File: src/rtl/mks_pkg.sv
package mks_pkg;

  // Keypad geometry.
  localparam int unsigned NumRows = 4;
  localparam int unsigned NumCols = 4;
  localparam int unsigned RowW    = $clog2(NumRows);
  localparam int unsigned ColW    = $clog2(NumCols);

  // Register field widths.
  localparam int unsigned PinW  = 16;
  localparam int unsigned DebW  = 8;
  localparam int unsigned SetW  = 8;
  localparam int unsigned WaitW = 10;
  localparam int unsigned KeyW  = 8;
  localparam int unsigned CfgIdxW  = 3;
  localparam int unsigned CfgDataW = 16;

  localparam logic [NumRows-1:0] RowsHigh = '1;

  // Configuration register indexes (column masks occupy 0 to NumCols-1).
  localparam logic [CfgIdxW-1:0] RegDebounce = 3'd4;
  localparam logic [CfgIdxW-1:0] RegSettle   = 3'd5;
  localparam logic [CfgIdxW-1:0] RegTimeout  = 3'd6;

  // Reset values.
  localparam logic [DebW-1:0]  DebounceRst = 8'd20;
  localparam logic [SetW-1:0]  SettleRst   = 8'd3;
  localparam logic [WaitW-1:0] TimeoutRst  = 10'd500;

  typedef enum logic [2:0] {
    PH_IDLE     = 3'd0,
    PH_DEBOUNCE = 3'd1,
    PH_SETTLE   = 3'd2,
    PH_RELEASE  = 3'd3
  } phase_e;

  typedef enum logic [1:0] {
    ST_FOUND   = 2'd0,
    ST_NO_HIT  = 2'd1,
    ST_UNKNOWN = 2'd2
  } status_e;

  typedef struct packed {
    logic [NumCols-1:0][PinW-1:0] col_mask;
    logic [DebW-1:0]              debounce;
    logic [SetW-1:0]              settle;
    logic [WaitW-1:0]             timeout;
  } cfg_t;

  typedef struct packed {
    phase_e            phase;
    logic [ColW-1:0]   column_sel;
    logic [RowW-1:0]   row_sel;
    logic [WaitW-1:0]  wait_count;
    logic [KeyW-1:0]   held_key;
  } scan_state_t;

  typedef struct packed {
    logic [NumRows-1:0] row_drive;
    logic               busy;
    logic               done;
    logic [KeyW-1:0]    key_code;
    status_e            status;
  } scan_res_t;

  // ASCII code of the key at a given row and column.
  function automatic logic [KeyW-1:0] key_lookup(input logic [RowW-1:0] row,
                                                 input logic [ColW-1:0] col);
    logic [KeyW-1:0] key;
    case ({row, col})
      4'h0: key = 8'h31;  // 1
      4'h1: key = 8'h32;  // 2
      4'h2: key = 8'h33;  // 3
      4'h3: key = 8'h41;  // A
      4'h4: key = 8'h34;  // 4
      4'h5: key = 8'h35;  // 5
      4'h6: key = 8'h36;  // 6
      4'h7: key = 8'h42;  // B
      4'h8: key = 8'h37;  // 7
      4'h9: key = 8'h38;  // 8
      4'hA: key = 8'h39;  // 9
      4'hB: key = 8'h43;  // C
      4'hC: key = 8'h2A;  // *
      4'hD: key = 8'h30;  // 0
      4'hE: key = 8'h23;  // #
      default: key = 8'h44;  // D
    endcase
    return key;
  endfunction

endpackage

File: src/rtl/mks_step.sv
module mks_step import mks_pkg::*; (
  input  cfg_t               cfg_i,
  input  scan_state_t        state_i,
  input  logic               kind_i,
  input  logic [PinW-1:0]    event_pin_i,
  input  logic [NumCols-1:0] col_levels_i,
  output scan_state_t        state_o,
  output scan_res_t          res_o
);

  logic             pin_hit;
  logic [ColW-1:0]  pin_col;
  logic [WaitW-1:0] wait_dec;
  logic             wait_zero;
  logic             col_high;
  logic             last_row;
  logic [RowW-1:0]  row_next;

  // Column match: exact equality, the lowest matching column wins.
  always_comb begin
    pin_hit = 1'b0;
    pin_col = '0;
    for (int c = NumCols - 1; c >= 0; c--) begin
      if (cfg_i.col_mask[c] == event_pin_i) begin
        pin_hit = 1'b1;
        pin_col = ColW'(c);
      end
    end
  end

  // Shared conditions of the wait counter and the sampled column.
  assign wait_dec  = (state_i.wait_count != '0) ? state_i.wait_count - 1'b1 : '0;
  assign wait_zero = (wait_dec == '0);
  assign col_high  = col_levels_i[state_i.column_sel];
  assign last_row  = (state_i.row_sel == RowW'(NumRows - 1));
  assign row_next  = state_i.row_sel + 1'b1;

  // Next state.
  always_comb begin
    state_o = state_i;
    case (state_i.phase)
      PH_DEBOUNCE: begin
        if (!kind_i) begin
          state_o.wait_count = wait_dec;
          if (wait_zero) begin
            state_o.row_sel    = '0;
            state_o.wait_count = WaitW'(cfg_i.settle);
            state_o.phase      = PH_SETTLE;
          end
        end
      end
      PH_SETTLE: begin
        if (!kind_i) begin
          state_o.wait_count = wait_dec;
          if (wait_zero) begin
            if (!col_high) begin
              state_o.held_key   = key_lookup(state_i.row_sel, state_i.column_sel);
              state_o.wait_count = cfg_i.timeout;
              state_o.phase      = PH_RELEASE;
            end else if (last_row) begin
              state_o.phase = PH_IDLE;
            end else begin
              state_o.row_sel    = row_next;
              state_o.wait_count = WaitW'(cfg_i.settle);
            end
          end
        end
      end
      PH_RELEASE: begin
        if (!kind_i) begin
          if (col_high || state_i.wait_count == '0) begin
            state_o.phase = PH_IDLE;
          end else begin
            state_o.wait_count = state_i.wait_count - 1'b1;
          end
        end
      end
      default: begin
        // Idle, and any code outside the list, behaves as idle.
        state_o.phase = PH_IDLE;
        if (kind_i && pin_hit) begin
          state_o.column_sel = pin_col;
          state_o.wait_count = WaitW'(cfg_i.debounce);
          state_o.phase      = PH_DEBOUNCE;
        end
      end
    endcase
  end

  // Result word.
  always_comb begin
    res_o.row_drive = RowsHigh;
    res_o.busy      = 1'b1;
    res_o.done      = 1'b0;
    res_o.key_code  = '0;
    res_o.status    = ST_FOUND;
    case (state_i.phase)
      PH_DEBOUNCE: begin
        if (!kind_i && wait_zero) begin
          res_o.row_drive = ~NumRows'(1);
        end
      end
      PH_SETTLE: begin
        if (kind_i || !wait_zero) begin
          res_o.row_drive = ~(NumRows'(1) << state_i.row_sel);
        end else if (col_high && last_row) begin
          res_o.busy   = 1'b0;
          res_o.done   = 1'b1;
          res_o.status = ST_NO_HIT;
        end else if (col_high) begin
          res_o.row_drive = ~(NumRows'(1) << row_next);
        end
      end
      PH_RELEASE: begin
        if (!kind_i && (col_high || state_i.wait_count == '0)) begin
          res_o.busy     = 1'b0;
          res_o.done     = 1'b1;
          res_o.key_code = state_i.held_key;
        end
      end
      default: begin
        if (!kind_i) begin
          res_o.busy = 1'b0;
        end else if (!pin_hit) begin
          res_o.busy   = 1'b0;
          res_o.done   = 1'b1;
          res_o.status = ST_UNKNOWN;
        end
      end
    endcase
  end

endmodule

File: src/rtl/matrix_keypad_scanner.sv
// Scanner for a 4x4 matrix keypad.
// Input channel (in_valid_i / in_stall_o): one word per millisecond tick
// (kind_i low, col_levels_i sampled) or per column interrupt (kind_i high,
// event_pin_i carries the pin mask).
// Output channel (out_valid_o / out_stall_i): exactly one result word per
// input word, in order: row levels, busy, done, key code and scan status.
// Configuration: a write on cfg_we_i stores cfg_data_i into register
// cfg_idx_i (column masks, debounce, settle, release timeout); an index
// past the list is ignored. Write only while the scanner is idle.
// Result: each result word is registered and shown in the cycle after its input word is taken.
// Throughput: one word per cycle while in_stall_o is low; the scan state and
// the result register are both updated in the cycle the word is taken.
// Stall: the result register holds its word while out_stall_i is high, and
// in_stall_o rises only while a held word is still waiting to be taken.
// Reset: the scanner goes idle, the output register empties and all
// configuration registers return to their defaults.
module matrix_keypad_scanner import mks_pkg::*; (
  input  logic                clk_i,
  input  logic                rst_ni,
  input  logic                cfg_we_i,
  input  logic [CfgIdxW-1:0]  cfg_idx_i,
  input  logic [CfgDataW-1:0] cfg_data_i,
  input  logic                in_valid_i,
  output logic                in_stall_o,
  input  logic                kind_i,
  input  logic [PinW-1:0]     event_pin_i,
  input  logic [NumCols-1:0]  col_levels_i,
  output logic                out_valid_o,
  input  logic                out_stall_i,
  output logic [NumRows-1:0]  row_drive_o,
  output logic                busy_res_o,
  output logic                done_res_o,
  output logic [KeyW-1:0]     key_code_o,
  output logic [1:0]          scan_status_o
);

  cfg_t        cfg_q;
  scan_state_t state_q, state_d;
  scan_res_t   res_q, res_d;
  logic        out_valid_q;
  logic        in_fire;

  // A new word is taken unless a finished one is still held.
  assign in_stall_o = out_valid_q && out_stall_i;
  assign in_fire    = in_valid_i && !in_stall_o;

  // Configuration registers.
  always_ff @(posedge clk_i or negedge rst_ni) begin
    if (!rst_ni) begin
      for (int c = 0; c < NumCols; c++) begin
        cfg_q.col_mask[c] <= PinW'(1) << c;
      end
      cfg_q.debounce <= DebounceRst;
      cfg_q.settle   <= SettleRst;
      cfg_q.timeout  <= TimeoutRst;
    end else if (cfg_we_i) begin
      case (cfg_idx_i)
        RegDebounce: cfg_q.debounce <= cfg_data_i[DebW-1:0];
        RegSettle:   cfg_q.settle   <= cfg_data_i[SetW-1:0];
        RegTimeout:  cfg_q.timeout  <= cfg_data_i[WaitW-1:0];
        default: begin
          if (cfg_idx_i < CfgIdxW'(NumCols)) begin
            cfg_q.col_mask[cfg_idx_i[ColW-1:0]] <= cfg_data_i[PinW-1:0];
          end
        end
      endcase
    end
  end

  // Per-word state update and result.
  mks_step u_step (
    .cfg_i        (cfg_q),
    .state_i      (state_q),
    .kind_i       (kind_i),
    .event_pin_i  (event_pin_i),
    .col_levels_i (col_levels_i),
    .state_o      (state_d),
    .res_o        (res_d)
  );

  // Scan state.
  always_ff @(posedge clk_i or negedge rst_ni) begin
    if (!rst_ni) begin
      state_q <= '{phase: PH_IDLE, default: '0};
    end else if (in_fire) begin
      state_q <= state_d;
    end
  end

  // Output register.
  always_ff @(posedge clk_i or negedge rst_ni) begin
    if (!rst_ni) begin
      out_valid_q <= 1'b0;
    end else if (in_fire) begin
      out_valid_q <= 1'b1;
    end else if (!out_stall_i) begin
      out_valid_q <= 1'b0;
    end
  end

  always_ff @(posedge clk_i) begin
    if (in_fire) begin
      res_q <= res_d;
    end
  end

  assign out_valid_o   = out_valid_q;
  assign row_drive_o   = res_q.row_drive;
  assign busy_res_o    = res_q.busy;
  assign done_res_o    = res_q.done;
  assign key_code_o    = res_q.key_code;
  assign scan_status_o = res_q.status;

endmodule

File: config.mk
export PLATFORM = sky130hd
export DESIGN_NAME = matrix_keypad_scanner
export DESIGN_NICKNAME = d
export VERILOG_FILES = /design/src/rtl/mks_pkg.sv /design/src/rtl/mks_step.sv /design/src/rtl/matrix_keypad_scanner.sv
export SDC_FILE = /design/constraint.sdc
export NUM_CORES = 1
export LEC_CHECK = 0
export BUFFER_PORTS_ARGS = -buffer_cell sky130_fd_sc_hd__buf_2
export CORE_MARGIN = 10
export CORE_UTILIZATION = 35
export CTS_CLUSTER_SIZE = 16
export DETAILED_ROUTE_END_ITERATION = 16
export PLACE_DENSITY_LB_ADDON = 0.08
export SYNTH_ARGS = -nofsm -noshare
export SYNTH_HDL_FRONTEND = slang
export SYNTH_HIERARCHICAL = 1
export SYNTH_SLANG_ARGS = --single-unit
File: constraint.sdc
create_clock -name clk_i -period 3.6 [get_ports clk_i]
set_clock_uncertainty 0.2 [all_clocks]
set_input_delay 0.54 -clock clk_i [delete_from_list [all_inputs] [get_ports clk_i]]
set_output_delay 0.54 -clock clk_i [all_outputs]
set_load 0.02 [all_outputs]
* Yosys cells after proc, flatten, opt, wreduce, memory -nomap -nowiden *
Memories as Yosys holds them, arrays and structs flattened.
Index checks and enable logic that the tools add are counted.

storage, ports and cells
  register bits = 132
  latch bits = 0
  memory bits (writable) = 0
  ROM bits = 112
  bits of input ports = 45
  output and inout bits = 18
  word-level logic and storage cells = 141
  memories = 1

cells by class
  add/subtract/negate cells = 2
  $mul = 0
  divide/modulo/power cells = 0
  magnitude comparators = 4
  equality and inequality tests = 22
  shift-type cells = 2
  muxes and demuxes = 56
  bitwise logic cells = 6
  reductions and logical operators = 30

memories
  name             depth  bits a word  rd ports  clocked after Yosys merged registers in  wr ports  RTL line       source
  (no name shown)  16     7            1         0                                        0         mks_pkg.sv:70  case ({row, col})

operator list
  cell                                                                  count
  64-bit bitwise mux                                                    1
  16-bit == test                                                        4
  10-bit 2-to-1 mux                                                     6
  20-bit 2-to-1 mux                                                     2
  12-bit 2-to-1 mux                                                     3
  16-bit demux with 2-bit select                                        1
  10-bit case mux with 3 select lines                                   1
  3-bit 2-to-1 mux                                                      9
  2-bit 2-to-1 mux                                                      11
  10-bit logical NOT                                                    2
  16-bit 2-to-1 mux                                                     1
  8-bit AND reduction                                                   2
  4-bit 2-to-1 mux                                                      3
  1-bit 2-to-1 mux                                                      11
  2-bit by 1-bit != test with 1-bit output, second input constant       5
  2-bit != test, second input constant                                  5
  10-bit nonzero test                                                   1
  10-bit by 1-bit subtractor with 10-bit output, second input constant  1
  3-bit == test, second input constant                                  3
  3-bit case mux with 3 select lines                                    1
  8-bit 2-to-1 mux                                                      1
  4-bit NOT                                                             2
  2-bit case mux with 2 select lines                                    2
  4-bit case mux with 2 select lines                                    1
  other kinds (23)                                                      43

* Depth between registers and ports, before layout *
  depth after elaboration = 8
  depth in mapped cells = 13
  depth with buffers taken out = 10

* Cells and area by module *
The synthesis kept the hierarchy.

modules (own cells, without submodules)
  module                 times used  cells an instance  area an instance (sq um)
  matrix_keypad_scanner  1           268                4981.0
  mks_step               1           411                2630.0

* Least setup slack after synthesis *
No wires, ideal clock.

  kind = flip-flop to flip-flop
  start point = reg state_q[8] (netlist name)
  end point = reg state_q[15] (netlist name)
  data arrival time = 2.903 ns
  setup slack = 0.373 ns
  cell stages (with the launch flop) = 13
  buffers on the path = 2
  cells stage by stage = dfrtp_1 buf_2 inv_1 ha_1 nor3b_1 buf_2 a311oi_1 mux2_2 a22oi_1 o221ai_1 a31oi_1 o21ai_0 mux2_2

RTL lines
  item                      RTL line                     source
  start: declaration        matrix_keypad_scanner.sv:38  scan_state_t state_q, state_d;
  start signal: assignment  matrix_keypad_scanner.sv:86  state_q <= state_d;

* Worst setup path in the final report *
  start point = reg state_q[8] (netlist name)
  end point = reg state_q[6] (netlist name)

between the ends
  word-level cells in the longest chain between the ends = 4

RTL lines
  item                                                                                  RTL line        source
  10-bit by 1-bit subtractor with 10-bit output or 10-bit nonzero test (tied branches)  mks_step.sv:32  assign wait_dec = (state_i.wait_count != '0) ? state_i.wait_count - 1'b1 : '0;
  10-bit 2-to-1 mux (*)                                                                 mks_step.sv:32
  10-bit logical NOT (*)                                                                mks_step.sv:33  assign wait_zero = (wait_dec == '0);
  5-bit AND reduction (no line) (*)                                                     -

Every way passes the cells marked *; elsewhere a longest branch is shown, timed or not.
A chain may end at the register's enable or synchronous reset.

==> run_results.csv <==
group,metric,value,unit
power_and_ir_drop,p_sw,0.00157,W
setup_path,crit_arrival,3500,ps
synth,syn_avg_cell_area,11.2,um2
drt,firstDrtPassIters,5,
setup_path,start_kind,"flip-flop",
power_and_ir_drop,p_int,0.00338,W
global_route,grt_antenna_before_repair,0,
synth,syn_nets,730,
die,io_pins,63,
cts,cts.sinks,132,
die,start_util,35.9,%
drt,ant_nets,0,
run,max-cap-violations,0,
die,dieArea,28000,um2
cts,clockBufferDepth,2,
synth,synth_edf_count,16,
layout,final.fill_count,2066,
timing,hold_viol_final,0,
place,port-buffer-count,62,
global_route,grtUsageTotal,15.5,%
layout,layout_commonest_cell,"dfrtp_1",
drt,route.detailed.drc,0,
synth,synth_flop_cell,"dfrtp_1",
drt,route.detailed.wl_per_inst,21.1,um
setup_path,end_kind,"flip-flop",
timing,finalSetupTns,0,ps
run_status,outcome,"complete, no violations",
synth,synthesis.area,7610,um2
cts,tritoncts,"built",
synth,yosys_warnings,6,
timing,rsz0062_at_grt,"false",
hold_path,hold_path_class,"in -> reg",
layout,multi_input_area,3910,um2
layout,final_cells,1021,
timing,min_period,3380,ps
timing,post-route-period-util,93.9,%
synth,yosysSeqAreaShare,44.7,%
cts,cts_root_buf,"clkbuf_16",
drt,drt_iter0_drc,395,
setup_path,slowest_delay,410,ps
synth,async_flop_share,87.9,%
setup_path,cp_data_required_time,3710,ps
cts,post-cts-setup-buffer-count,0,
power_and_ir_drop,power_frac_comb,23.0,%
cts,ctsHtreeMaxLevel,4,
die,die_height,167,um
layout,seq_area,3400,um2
drt,routed_wl,21.5,mm
cts,clock_latency,430,ps
layout,most-common-layout-cells,"dfrtp_1, mux2_2, xnor2_1",
setup_path,path_class,"reg -> reg",
layout,layout.nets,784,
place,dpl.hpwl,15.4,mm
setup_path,worstPathCellList,"inv_1 -> ha_1 -> nor3b_1 -> buf_4 -> nand3_2 -> a221o_1 -> nor4_1 -> buf_4 -> nand3_1 -> buf_4 -> mux2_2 -> mux2_2",
layout,drive_gt1_share,36.9,%
layout,n_antenna_cell,0,
layout,area_growth_syn_to_layout,16.1,%
cts,cts.clk_slew.worst_paths,70,ps
global_route,gr-total-overflow,0,
die,die_w,167,um
cts,cts_buffers,17,
synth,synth-seq-cells,132,
place,dp.cells,988,
power_and_ir_drop,clkPwrFrac,36.3,%
timing,max_freq,0.296,GHz
power_and_ir_drop,p_leak,3.56,nW
power_and_ir_drop,p_sw_share,31.7,%
drt,vias,5540,
timing,maxSlewViolCount,0,
place,gp_congestion,0.911,
timing,hold_ws,130,ps
synth,synth.distinct_cells,72,
setup_path,cpMostUsedCell,"buf_4",
power_and_ir_drop,power_density,560,nW/um2
global_route,grt_pass1_vias,5815,
global_route,grt_start_max_net_pins,44,
setup_path,path_max_fanout,14,
synth,synth_cells,679,
power_and_ir_drop,p_seq_share,40.7,%
die,rows,53,
setup_path,crit_path_top_delay_cell,"nor4_1",
power_and_ir_drop,p_total,0.00495,W
global_route,grt_pass1_wl,34.6,mm
timing,worst_pin_slew,1110,ps
power_and_ir_drop,ir_worst_vdd,0.375,mV
die,core-area,21200,um2
drt,vias_per_cell,5.43,
cts,post_cts_resize_count,0,
timing,setup_viol,0,
timing,relSlewSlack,25.3,%
[synthesized netlist by cell type, drive strengths merged, types with 2 or more instances]
cell type / n / area share (%)
xor2: 2 / 0.23
a22oi: 4 / 0.39
a2111oi: 2 / 0.23
dfstp: 14 / 4.8
or2: 3 / 0.25
and2: 11 / 0.90
o21ai: 28 / 1.8
a211oi: 5 / 0.49
a221o: 3 / 0.39
dfrtp: 102 / 34
o211ai: 5 / 0.49
o22ai: 4 / 0.33
and3: 5 / 0.41
and4bb: 3 / 0.49
inv: 10 / 0.49
a31oi: 8 / 0.66
mux2: 121 / 19
nor2: 27 / 1.4
edfxtp: 16 / 6.3
a2bb2oi: 2 / 0.23
a21oi: 25 / 1.6
nand4: 17 / 1.4
nand2b: 5 / 0.41
a21o: 2 / 0.20
nor3b: 3 / 0.30
nor3: 13 / 0.92
o221ai: 2 / 0.23
a22o: 3 / 0.35
clkbuf: 31 / 1.5
ha: 6 / 0.99
or4: 3 / 0.35
xnor2: 69 / 7.9
nand2: 35 / 1.7
nand4b: 4 / 0.54
buf: 25 / 2.2
nor4: 11 / 1.2
nand3: 18 / 1.2
mux2i: 9 / 1.2
o31ai: 2 / 0.20
[cell families after synthesis]
family / share of synthesized area [%]
buf+inv: 4.21
fa+ha+maj: 0.986
other cells: 0.0493
simple gates: 12.3
flops: 44.7
compound gates: 9.24
mux: 20.4
xor+xnor: 8.17
[stage by stage]
step	area [um2]	setup WS, ps	utilization [%]
5_1_grt	8830	160	41.6
2_1_floorplan	7610	373	-
3_5_place_dp	8210	70.9	38.7
3_3_place_gp	8210	179	38.7
4_1_cts	8820	290	41.6
6_report	8830	219	41.6
[layer usage]
metal	global-route usage, %	wire length [um]	vias up
li1	-	-	2572
met1	19.5	9420	2801
met2	26.3	10800	143
met3	3.07	971	24
met4	4.66	335	0
met5	0	0	-
[power by group through the flow]
| stage | combinational (W) | sequential (W) | clock [W] |
|---|---|---|---|
| 2_1_floorplan | 0.000830 | 0.00196 | 0 |
| 3_3_place_gp | 0.00113 | 0.00203 | 0 |
| 3_5_place_dp | 0.00114 | 0.00204 | 0 |
| 4_1_cts | 0.00115 | 0.00202 | 0.00184 |
| 5_1_grt | 0.00125 | 0.00206 | 0.00190 |
| 6_report | 0.00114 | 0.00201 | 0.00179 |
[layout make-up]
cell class	instances	area share (%)
clock buffer	17	4.82
clock inverter	15	2.04
sequential	132	38.5
inverter	10	0.425
multi-input combinational	481	44.3
timing repair buffer	91	6.03
tap	275	3.90
[flip-flops by register name, indices dropped and copies added (netlist names)]
name	count
key_code_o	8
row_drive_o	4
scan_status_o	2
state_q	25
out_valid_o	1
busy_res_o	1
cfg_q	90
done_res_o	1
[repair_timing]
action,CTS,global route
endpoints found under the setup margin,0,0
hold buffers,1,0
endpoints found under the hold margin,33,0
[critical path: cells and delay by family (launching register included)]
family	cells	cell delay [ps]
flops	1	370
compound gates	1	340
fa+ha+maj	1	200
simple gates	4	900
buf+inv	4	720
mux	2	540
[worst paths after layout]
| check | endpoint | slack, ps | cells after the start | from |
|---|---|---|---|---|
| worst min-delay path | out_valid_o$_DFFE_PN0P_ | 130 | 2 | in_valid_i |
| worst max register to register | state_q[6]$_DFFE_PN0P_ | 220 | 12 | state_q[8]$_DFFE_PN0P_ |
| worst max-delay path | state_q[6]$_DFFE_PN0P_ | 220 | 12 | state_q[8]$_DFFE_PN0P_ |
| worst min register to register | state_q[2]$_DFFE_PN0P_ | 310 | 1 | state_q[2]$_DFFE_PN0P_ |
| min in group asynchronous | state_q[15]$_DFFE_PN0P_ | 480 | 2 | rst_ni |
| max in group asynchronous | cfg_q[8]$_DFFE_PN1P_ | 1850 | 3 | rst_ni |
Note: power is estimated with default switching activity, not from simulation.
